## config.mk

```make
export PLATFORM = sky130hd
export DESIGN_NAME = someip_header_parser
export DESIGN_NICKNAME = d
export VERILOG_FILES = /design/src/design/shp_pkg.sv /design/src/design/shp_front.sv /design/src/design/shp_queue.sv /design/src/design/shp_back.sv /design/src/design/someip_header_parser.sv
export SDC_FILE = /design/constraint.sdc
export NUM_CORES = 1
export LEC_CHECK = 0
export BUFFER_PORTS_ARGS = -buffer_cell sky130_fd_sc_hd__buf_2
export CAP_MARGIN = 20
export CORE_MARGIN = 5
export CORE_UTILIZATION = 30
export CTS_CLUSTER_DIAMETER = 200
export DETAILED_ROUTE_END_ITERATION = 10
export GPL_ROUTABILITY_DRIVEN = 1
export PLACE_DENSITY = 0.54
export SYNTH_ARGS = -nofsm -noshare
export SYNTH_HDL_FRONTEND = slang
export SYNTH_SLANG_ARGS = --single-unit
```

## constraint.sdc

```tcl
create_clock -name clk -period 13.3 [get_ports clk]
set_input_delay 1.33 -clock clk [delete_from_list [all_inputs] [get_ports clk]]
set_output_delay 1.33 -clock clk [all_outputs]
set_load 0.1 [all_outputs]
```

## src/design/shp_pkg.sv

```systemverilog
// Shared types and constants of the SOME/IP header parser.
package shp_pkg;

    localparam int HEADER_BYTES = 16;
    localparam int HDR_IDX_W = $clog2(HEADER_BYTES);
    localparam int COUNT_W = 33;
    localparam logic [COUNT_W-1:0] COUNT_MAX = '1;
    localparam logic [COUNT_W-1:0] LENGTH_BASE = 33'd8;

    localparam int OFS_SERVICE = 0;
    localparam int OFS_METHOD = 2;
    localparam int OFS_LENGTH = 4;
    localparam int OFS_CLIENT = 8;
    localparam int OFS_SESSION = 10;
    localparam int OFS_PROTO_VER = 12;
    localparam int OFS_IFACE_VER = 13;
    localparam int OFS_MSG_TYPE = 14;
    localparam int OFS_RET_CODE = 15;

    localparam logic [7:0] MT_REQUEST = 8'h00;
    localparam logic [7:0] MT_REQUEST_NO_RETURN = 8'h01;
    localparam logic [7:0] MT_NOTIFICATION = 8'h02;
    localparam logic [7:0] MT_RESPONSE = 8'h80;
    localparam logic [7:0] MT_ERROR = 8'h81;

    localparam logic [7:0] RC_OK = 8'h00;
    localparam logic [7:0] RC_UNKNOWN_METHOD = 8'h03;
    localparam logic [7:0] RC_MALFORMED_MESSAGE = 8'h09;

    typedef enum logic [2:0] {
        ST_OK,
        ST_SHORT,
        ST_BAD_LENGTH,
        ST_MISMATCH,
        ST_VERSION,
        ST_TYPE,
        ST_RETURN_CODE
    } status_t;

    typedef struct packed {
        logic        has_byte;
        logic [7:0]  data;
        logic        last;
        status_t     status;
        logic [15:0] srv_id;
        logic [15:0] mthd_id;
        logic [15:0] clnt_id;
        logic [15:0] sess_id;
        logic [7:0]  iface_ver;
        logic [7:0]  msg_type;
        logic [7:0]  ret_code;
    } result_t;

    typedef struct packed {
        logic push;
        logic full;
    } queue_ctrl_t;

endpackage

```

## src/design/shp_front.sv

```systemverilog
// Front end: byte counter, header capture, frame checks and result formation.
module shp_front (
    input  logic                 clk,
    input  logic                 rst_n,
    input  logic                 in_valid,
    output logic                 in_stall,
    input  logic [7:0]           data_byte,
    input  logic                 frame_end,
    input  logic                 cfg_write,
    input  logic [7:0]           cfg_data,
    input  logic                 q_full,
    output shp_pkg::queue_ctrl_t q_ctrl,
    output shp_pkg::result_t     push_data
);

    logic [shp_pkg::COUNT_W-1:0] count_reg;
    logic [shp_pkg::COUNT_W-1:0] count_next;
    logic [shp_pkg::COUNT_W-1:0] count_inc;
    logic [shp_pkg::COUNT_W-1:0] len_total;
    logic [7:0]                  expected_version_reg;
    logic [7:0]                  hdr_reg [shp_pkg::HEADER_BYTES];
    logic [7:0]                  hdr_now [shp_pkg::HEADER_BYTES];
    logic [31:0]                 len;
    logic                        accept;
    logic                        payload;
    logic                        saturated;
    logic                        type_known;
    logic                        code_known;
    shp_pkg::status_t            status;
    logic [shp_pkg::HDR_IDX_W-1:0] wr_idx;

    assign accept   = in_valid & ~q_full;
    assign in_stall = q_full;
    assign payload  = count_reg >= shp_pkg::COUNT_W'(shp_pkg::HEADER_BYTES);
    assign wr_idx   = count_reg[shp_pkg::HDR_IDX_W-1:0];

    always_comb
    begin
        for (int i = 0; i < shp_pkg::HEADER_BYTES; i++)
        begin
            if (!payload && wr_idx == shp_pkg::HDR_IDX_W'(i))
            begin
                hdr_now[i] = data_byte;
            end
            else
            begin
                hdr_now[i] = hdr_reg[i];
            end
        end
    end

    assign count_inc = (count_reg == shp_pkg::COUNT_MAX) ? count_reg : count_reg + 1'b1;
    assign saturated = count_inc == shp_pkg::COUNT_MAX;
    assign count_next = frame_end ? '0 : count_inc;

    assign len = {hdr_now[shp_pkg::OFS_LENGTH], hdr_now[shp_pkg::OFS_LENGTH + 1],
                  hdr_now[shp_pkg::OFS_LENGTH + 2], hdr_now[shp_pkg::OFS_LENGTH + 3]};
    assign len_total = {1'b0, len} + shp_pkg::LENGTH_BASE;

    assign type_known = hdr_now[shp_pkg::OFS_MSG_TYPE] inside {
        shp_pkg::MT_REQUEST, shp_pkg::MT_REQUEST_NO_RETURN, shp_pkg::MT_NOTIFICATION,
        shp_pkg::MT_RESPONSE, shp_pkg::MT_ERROR};
    assign code_known = hdr_now[shp_pkg::OFS_RET_CODE] inside {
        [shp_pkg::RC_OK:shp_pkg::RC_UNKNOWN_METHOD], shp_pkg::RC_MALFORMED_MESSAGE};

    always_comb
    begin
        if (count_inc < shp_pkg::COUNT_W'(shp_pkg::HEADER_BYTES))
        begin
            status = shp_pkg::ST_SHORT;
        end
        else if ({1'b0, len} < shp_pkg::LENGTH_BASE)
        begin
            status = shp_pkg::ST_BAD_LENGTH;
        end
        else if (saturated || count_inc != len_total)
        begin
            status = shp_pkg::ST_MISMATCH;
        end
        else if (hdr_now[shp_pkg::OFS_PROTO_VER] != expected_version_reg)
        begin
            status = shp_pkg::ST_VERSION;
        end
        else if (!type_known)
        begin
            status = shp_pkg::ST_TYPE;
        end
        else if (!code_known)
        begin
            status = shp_pkg::ST_RETURN_CODE;
        end
        else
        begin
            status = shp_pkg::ST_OK;
        end
    end

    always_comb
    begin
        push_data          = '0;
        push_data.has_byte = payload;
        push_data.data     = payload ? data_byte : 8'd0;
        push_data.last     = frame_end;
        push_data.status   = frame_end ? status : shp_pkg::ST_OK;
        if (frame_end && status == shp_pkg::ST_OK)
        begin
            push_data.srv_id  = {hdr_now[shp_pkg::OFS_SERVICE],
                                 hdr_now[shp_pkg::OFS_SERVICE + 1]};
            push_data.mthd_id = {hdr_now[shp_pkg::OFS_METHOD],
                                 hdr_now[shp_pkg::OFS_METHOD + 1]};
            push_data.clnt_id = {hdr_now[shp_pkg::OFS_CLIENT],
                                 hdr_now[shp_pkg::OFS_CLIENT + 1]};
            push_data.sess_id = {hdr_now[shp_pkg::OFS_SESSION],
                                 hdr_now[shp_pkg::OFS_SESSION + 1]};
            push_data.iface_ver = hdr_now[shp_pkg::OFS_IFACE_VER];
            push_data.msg_type  = hdr_now[shp_pkg::OFS_MSG_TYPE];
            push_data.ret_code  = hdr_now[shp_pkg::OFS_RET_CODE];
        end
    end

    assign q_ctrl.push = accept & (payload | frame_end);
    assign q_ctrl.full = q_full;

    always_ff @(posedge clk or negedge rst_n)
    begin
        if (!rst_n)
        begin
            count_reg            <= '0;
            expected_version_reg <= 8'd1;
            for (int i = 0; i < shp_pkg::HEADER_BYTES; i++)
            begin
                hdr_reg[i] <= 8'd0;
            end
        end
        else
        begin
            if (cfg_write)
            begin
                expected_version_reg <= cfg_data;
            end
            if (accept)
            begin
                count_reg <= count_next;
                if (!payload)
                begin
                    hdr_reg[wr_idx] <= data_byte;
                end
            end
        end
    end

endmodule

```

## src/design/shp_queue.sv

```systemverilog
// Short result queue between the front end and the output stage.
module shp_queue #(
    parameter int DEPTH = 2
) (
    input  logic                 clk,
    input  logic                 rst_n,
    input  shp_pkg::queue_ctrl_t q_ctrl,
    input  shp_pkg::result_t     push_data,
    output logic                 full,
    output logic                 empty,
    input  logic                 pop,
    output shp_pkg::result_t     pop_data
);

    localparam int PTR_W = (DEPTH > 1) ? $clog2(DEPTH) : 1;
    localparam int CNT_W = $clog2(DEPTH + 1);

    shp_pkg::result_t  mem_reg [DEPTH];
    logic [PTR_W-1:0]  wr_ptr_reg;
    logic [PTR_W-1:0]  rd_ptr_reg;
    logic [CNT_W-1:0]  cnt_reg;
    logic              do_push;
    logic              do_pop;

    assign full     = cnt_reg == CNT_W'(DEPTH);
    assign empty    = cnt_reg == '0;
    assign do_push  = q_ctrl.push & ~q_ctrl.full;
    assign do_pop   = pop & ~empty;
    assign pop_data = mem_reg[rd_ptr_reg];

    always_ff @(posedge clk)
    begin
        if (do_push)
        begin
            mem_reg[wr_ptr_reg] <= push_data;
        end
    end

    always_ff @(posedge clk or negedge rst_n)
    begin
        if (!rst_n)
        begin
            wr_ptr_reg <= '0;
            rd_ptr_reg <= '0;
            cnt_reg    <= '0;
        end
        else
        begin
            if (do_push)
            begin
                wr_ptr_reg <= (wr_ptr_reg == PTR_W'(DEPTH - 1)) ? '0 : wr_ptr_reg + 1'b1;
            end
            if (do_pop)
            begin
                rd_ptr_reg <= (rd_ptr_reg == PTR_W'(DEPTH - 1)) ? '0 : rd_ptr_reg + 1'b1;
            end
            if (do_push && !do_pop)
            begin
                cnt_reg <= cnt_reg + 1'b1;
            end
            else if (!do_push && do_pop)
            begin
                cnt_reg <= cnt_reg - 1'b1;
            end
        end
    end

endmodule

```

## src/design/shp_back.sv

```systemverilog
// Output stage: registered result word with valid and stall handshake.
module shp_back (
    input  logic             clk,
    input  logic             rst_n,
    input  logic             empty,
    input  shp_pkg::result_t pop_data,
    output logic             pop,
    output logic             out_valid,
    input  logic             out_stall,
    output shp_pkg::result_t out_word
);

    logic             out_valid_reg;
    logic             out_valid_next;
    shp_pkg::result_t out_word_reg;

    assign pop            = ~empty & (~out_valid_reg | ~out_stall);
    assign out_valid_next = pop | (out_valid_reg & out_stall);

    always_ff @(posedge clk or negedge rst_n)
    begin
        if (!rst_n)
        begin
            out_valid_reg <= 1'b0;
        end
        else
        begin
            out_valid_reg <= out_valid_next;
        end
    end

    always_ff @(posedge clk)
    begin
        if (pop)
        begin
            out_word_reg <= pop_data;
        end
    end

    assign out_valid = out_valid_reg;
    assign out_word  = out_word_reg;

endmodule

```

## src/design/someip_header_parser.sv

```systemverilog
// Top level of the SOME/IP header parser.
// The parser takes one frame byte per cycle with no gaps of its own: a new byte
// is accepted in every cycle in which in_valid is high and in_stall is low. The
// first 16 bytes of a frame are captured as the header; later bytes come out as
// payload words at once. The final byte (frame_end) yields a word with last set,
// the check status and, for status ok, the decoded header fields. A result word
// is written into the queue at the edge that accepts its byte, then moves into
// the output register. A queue of QUEUE_DEPTH words lies between the checking
// front end and the output register, so in_stall rises only once the output
// register and every queue entry hold words the output side has yet to take.
module someip_header_parser #(
    parameter int QUEUE_DEPTH = 2
) (
    input  logic        clk,
    input  logic        rst_n,
    input  logic        cfg_write,
    input  logic [7:0]  cfg_data,
    input  logic        in_valid,
    output logic        in_stall,
    input  logic [7:0]  data_byte,
    input  logic        frame_end,
    output logic        out_valid,
    input  logic        out_stall,
    output logic        has_byte,
    output logic [7:0]  data,
    output logic        last,
    output logic [2:0]  status,
    output logic [15:0] srv_id,
    output logic [15:0] mthd_id,
    output logic [15:0] clnt_id,
    output logic [15:0] sess_id,
    output logic [7:0]  iface_ver,
    output logic [7:0]  msg_type,
    output logic [7:0]  ret_code
);

    shp_pkg::queue_ctrl_t q_ctrl;
    shp_pkg::result_t     push_data;
    shp_pkg::result_t     pop_data;
    shp_pkg::result_t     out_word;
    logic                 q_full;
    logic                 q_empty;
    logic                 q_pop;

    shp_front u_front (
        .clk       (clk),
        .rst_n     (rst_n),
        .in_valid  (in_valid),
        .in_stall  (in_stall),
        .data_byte (data_byte),
        .frame_end (frame_end),
        .cfg_write (cfg_write),
        .cfg_data  (cfg_data),
        .q_full    (q_full),
        .q_ctrl    (q_ctrl),
        .push_data (push_data)
    );

    shp_queue #(
        .DEPTH (QUEUE_DEPTH)
    ) u_queue (
        .clk       (clk),
        .rst_n     (rst_n),
        .q_ctrl    (q_ctrl),
        .push_data (push_data),
        .full      (q_full),
        .empty     (q_empty),
        .pop       (q_pop),
        .pop_data  (pop_data)
    );

    shp_back u_back (
        .clk       (clk),
        .rst_n     (rst_n),
        .empty     (q_empty),
        .pop_data  (pop_data),
        .pop       (q_pop),
        .out_valid (out_valid),
        .out_stall (out_stall),
        .out_word  (out_word)
    );

    assign has_byte  = out_word.has_byte;
    assign data      = out_word.data;
    assign last      = out_word.last;
    assign status    = out_word.status;
    assign srv_id    = out_word.srv_id;
    assign mthd_id   = out_word.mthd_id;
    assign clnt_id   = out_word.clnt_id;
    assign sess_id   = out_word.sess_id;
    assign iface_ver = out_word.iface_ver;
    assign msg_type  = out_word.msg_type;
    assign ret_code  = out_word.ret_code;

endmodule

```

After elaboration in Yosys (flattened, before gate mapping) --
Memory sizes are Yosys's and may differ from the RTL's. A register that Yosys moved wholly into a read port is not among the register bits. Cells that the tools add are included.
Storage, ports and cells: memories kept 1, memory bits (writable) 202, word-level logic and storage cells 145, flip-flop bits (word level) 174
Operators by class: muxes and demuxes 36, equality and inequality tests 25, reductions and logical operators 33, magnitude comparators 7, add/sub/neg operators 6, bitwise logic cells 15
Memories:
- u_queue.mem_reg | words 2, width 101, rd ports 1, clocked after Yosys merged registers in 1, write ports 1, RTL line shp_queue.sv:18 | shp_pkg::result_t mem_reg [DEPTH];
Operators by type and width (number):
- 8-bit 2-to-1 mux | 18
- 128-bit bitwise mux | 1
- 88-bit 2-to-1 mux | 1
- 33-bit == test, second input constant | 2
- 33-bit 2-to-1 mux | 2
- 32-bit by 4-bit adder with 33-bit output, second input constant | 1
- 33-bit by 1-bit adder with 33-bit output, second input constant | 1
- 33-bit by 5-bit >= comparator with 1-bit output, second input constant | 1
- 33-bit by 5-bit less-than comparator with 1-bit output, second input constant | 1
- 33-bit != test | 1
- 8-bit demux with 4-bit select | 1
- 4-bit == test, second input constant | 8
- 32-bit by 4-bit less-than comparator with 1-bit output, second input constant | 1
- 1-bit logical AND | 21
- 3-bit 2-to-1 mux | 7
- 4-bit by 3-bit == test with 1-bit output, second input constant | 4
- 8-bit == test, second input constant | 2
- 4-bit by 2-bit == test with 1-bit output, second input constant | 2
- 8-bit by 1-bit == test with 1-bit output, second input constant | 1
- 8-bit by 2-bit == test with 1-bit output, second input constant | 1
- 8-bit by 4-bit == test with 1-bit output, second input constant | 1
- 8-bit by 1-bit >= comparator with 1-bit output, second input constant | 1
- 8-bit by 2-bit less-or-equal comparator with 1-bit output, second input constant | 1
- 8-bit logical NOT | 1
- 22 further kinds | 41

Depth between registers and ports, before layout --
depth after elaboration 16, mapped depth 21, mapped depth without buffers 17

Hierarchy --
Synthesis repeated with hierarchy kept, for this count alone.
Second synthesis, totals: cells, all modules 1747, area total of the unflattened synthesis 22509.1 µm²
Modules (own cells, without submodules):
- shp_front | area each 11629.9 µm², seq. area each 4230.3 µm², cells each 1311, times used 1
- shp_queue | area each 7806.2 µm², seq. area each 6165.9 µm², cells each 332, times used 1
- shp_back | area each 3072.9 µm², seq. area each 3057.9 µm², cells each 104, times used 1

Worst setup path after synthesis --
OpenSTA, ideal clock, no wires.
kind in2reg, from input port in_valid, to memory u_queue.mem_reg[0][0] (netlist name), enable pin, path buffers 2, path slack 6.370 ns, arrival time 6.367 ns, cell stages on the path 5, data required time 12.738 ns, setup time 0.562 ns, path through and2_1 -> clkbuf_1 -> clkbuf_1 -> o21ai_0 -> nor2_1
Between the ends: cells in the longest elaborated chain, start to end 5
RTL lines:
- start: declaration | RTL line someip_header_parser.sv:18 | input logic in_valid,
- 1-bit AND | RTL line shp_front.sv:32 | assign accept = in_valid & ~q_full;
- 1-bit AND | RTL line shp_front.sv:121 | assign q_ctrl.push = accept & (payload | frame_end);
- 1-bit AND | RTL line shp_queue.sv:27 | assign do_push = q_ctrl.push & ~q_ctrl.full;
- 1-bit 2-to-1 mux | RTL line shp_queue.sv:33 | if (do_push)
- 1-bit 2-to-1 mux (not written as such) | RTL line shp_queue.sv:35 | mem_reg[wr_ptr_reg] <= push_data;
- end: declaration | RTL line shp_queue.sv:18
Every way passes these cells.

==> results.yml <==
sta:
  setup_viol: 0
  tightest_slew_ns: 1.09
  fin_crit_sh: 0.486
  skew_ns: 0.0186
  final.min_clock_period_ns: 6.46
  relSlewSlack: 0.272
  hold_violations: 0
  fmax_ghz: 0.155
  rsz0062_at_grt: "no"
  maxSlewViolCount: 0
  fin_setup_tns_ns: 0
place:
  io_buffers: 124
  hpwlAfterDp_mm: 42.2
  finalWeightedCongestion: 0.920
  dp_cells: 2807
synth:
  synth_seq_area_share: 0.598
  synth_ff_type: "edfxtp_1"
  synth_edf_count: 303
  synth.avg_cell_area_sq_um: 12.6
  synth_area_leaders: "edfxtp_1, dfrtp_1, mux2_2"
  synthArstFlopShare: 0.365
  yosys.area.top_type: "edfxtp_1"
  synthMostInstantiatedCell: "edfxtp_1"
  synth_cell_types: 88
  synth_area_sq_um: 22500
  netlist_instances: 1788
  yosys_warnings: 0
  synth_common_cells: "edfxtp_1, mux2_2, nand2_1"
  synth_top_area_frac: 0.404
  yosys_register_bits: 477
drt:
  first_pass_iters: 5
  drtIter0Drc: 1072
  wl_mm: 63.2
  drcViolationCount: 0
  vias: 14700
  final_antenna_net_count: 0
  viasPerCell: 5.07
  wl_per_cell_microns: 21.8
floorplan:
  core_sq_um: 74400
  die_w_microns: 284
  io_pins: 125
  row_count: 100
  design.die.area_sq_um: 80600
  start_util: 0.302
  die_h_microns: 284
cells_and_area:
  final_util: 0.348
  nets: 1923
  diodes: 0
  largest_reg_flops: 202
  drive_above_1_share: 0.261
  area_delta_synth_final_pct: 15.0
  finalNonFillerCells: 2907
critical_path:
  critPathMaxFanout: 59
  startpoint_type: "flop"
  rrSetupSlack_ns: 6.84
  critPathMaxStageDelay_ns: 0.69
  crit_family: "simple AND/OR/NAND/NOR gates"
  crit_buf_inv: 3
  worst-setup-path-type: "flop to flop"
  crit_arrival_ns: 6.86
  cp.required_ns: 13.70
  endpoint_kind: "flop"
  cpMaxStageDelayCell: "a31oi_1"
  cp_cell_sequence: "inv_1 -> ha_1 -> nand4b_1 -> nand4_1 -> mux2i_1 -> inv_1 -> ha_1 -> nand2_1 -> a41oi_1 -> a31oi_1 -> nor3_1 -> xnor3_1 -> a2111oi_0 -> nand4_1 -> nor4_4 -> nand4_4 -> buf_4 -> a21oi_1"
clocking:
  cts_hold_buf: 0
  clk_pin_slew_ns: 0.06
  cts_sinks: 477
  cts_tree: "yes"
  ctsResizeCount: 0
  ctsHtreeMaxLevel: 2
  clock_path_buffers: 3
  post_cts_buffers: 0
  clkLatencyLatePin_ns: 0.59
  cts-buffers-inserted: 54
  clockRootBuffer: "clkbuf_16"
grt:
  grt_pass1_wl_mm: 96.0
  grt_pass1_vias: 14900
  overflow: 0
  grt_max_degree: 73
  grtUsageTotal: 0.153
  antenna_found_initial: 0
pwr:
  power.density_nw_per_um2: 232
  power_leakage_nw: 9.84
  ir_drop_mv: 0.109
job:
  max-cap-violations: 0
outcome:
  status: "finished clean"
hold_path:
  worst_hold_path_type: "flop to flop"
[stage by stage]
step                total power, mW  hold WS [ns]  setup WS [ns]  cell area (sq um)
finish                         6.00         0.482           6.84              25900
global route                   6.27         0.498           6.38              25900
CTS                            6.09         0.485           6.83              25900
detailed placement             4.57         0.471           6.85              24100
global placement               4.56         0.457           7.09              24100
floorplan                      4.07         0.442           6.37              22600
[worst reg2reg max path, cell delays in order (launching register included)]
cell,delay [ns]
dfrtp_1,0.46
inv_1,0.19
ha_1,0.50
nand4b_1,0.23
nand4_1,0.47
mux2i_1,0.42
inv_1,0.08
ha_1,0.33
nand2_1,0.11
a41oi_1,0.05
a31oi_1,0.69
nor3_1,0.15
xnor3_1,0.21
a2111oi_0,0.38
nand4_1,0.20
nor4_4,0.44
nand4_4,0.40
buf_4,0.56
a21oi_1,0.39
[layout make-up]
class | instances | area (sq um)
clock buffer | 70 | 1420
clock inverter | 29 | 342
fill | 7194 | 48600
inverter | 22 | 85.1
multi-input combinational | 1191 | 8550
sequential | 477 | 13500
tap | 969 | 1210
timing repair buffer | 149 | 817
[report_power, final]
part | switching [mW] | internal, mW | total (mW)
Sequential | 0.198 | 2.06 | 2.25
Combinational | 1.74 | 0.522 | 2.26
Clock | 0.598 | 0.889 | 1.49
[metal layers]
layer,track usage,vias to the layer above,part of all wire
met5,0,-,0
met4,0.0440,0,0.027
met3,0.0284,94,0.057
met2,0.249,437,0.47
met1,0.209,7400,0.45
li1,-,6811,-
[layout by cell type (no fill, tap or decap), types with 5 or more instances in the layout]
| cell type | instances |
|---|---|
| o31ai_1 | 10 |
| mux2i_1 | 58 |
| nand4_1 | 30 |
| clkbuf_16 | 54 |
| nor3_1 | 28 |
| buf_4 | 25 |
| xor2_1 | 33 |
| a22o_1 | 9 |
| inv_1 | 21 |
| xnor2_1 | 44 |
| nor4_2 | 6 |
| ha_1 | 6 |
| dfrtp_1 | 172 |
| o211ai_1 | 5 |
| and2_1 | 14 |
| nor2_1 | 80 |
| bufinv_16 | 7 |
| a31oi_1 | 11 |
| nor3b_1 | 5 |
| nand3_1 | 67 |
| clkinv_2 | 9 |
| mux2_2 | 221 |
| nor4_1 | 23 |
| nand2b_1 | 6 |
| clkinv_1 | 6 |
| o21ai_0 | 71 |
| and3_1 | 23 |
| clkbuf_1 | 15 |
| buf_2 | 123 |
| nand2_1 | 194 |
| or3_1 | 10 |
| o22ai_1 | 8 |
| or4_1 | 9 |
| or2_2 | 5 |
| and4_1 | 9 |
| edfxtp_1 | 303 |
| nor2_4 | 21 |
| a21oi_1 | 81 |
| o2111ai_1 | 6 |
| conb_1 | 20 |
[worst paths after layout]
| path | startpoint | end | cells past startpoint |
|---|---|---|---|
| max | u_front.count_reg[0] | u_queue.mem_reg[1][1] | 18 |
| min | u_front.hdr_reg[27] | u_front.hdr_reg[27] | 2 |
| max reg2reg | u_front.count_reg[0] | u_queue.mem_reg[1][1] | 18 |
| min reg2reg | u_front.hdr_reg[27] | u_front.hdr_reg[27] | 2 |
| max in group asynchronous | rst_n | u_front.count_reg[18] | 3 |
| min in group asynchronous | rst_n | u_front.expected_version_reg[1] | 1 |
[logic make-up after synthesis]
kind of cell | share of synthesized area
xor gates and xnor gates | 0.0350
DFF | 0.598
and+or+nand+nor | 0.133
adders and majority gates | 0.00334
buffers and inverters | 0.0269
other | 0.000167
AOI/OAI and AO/OA | 0.0662
muxes | 0.138
(Power assumes the default switching activity.)
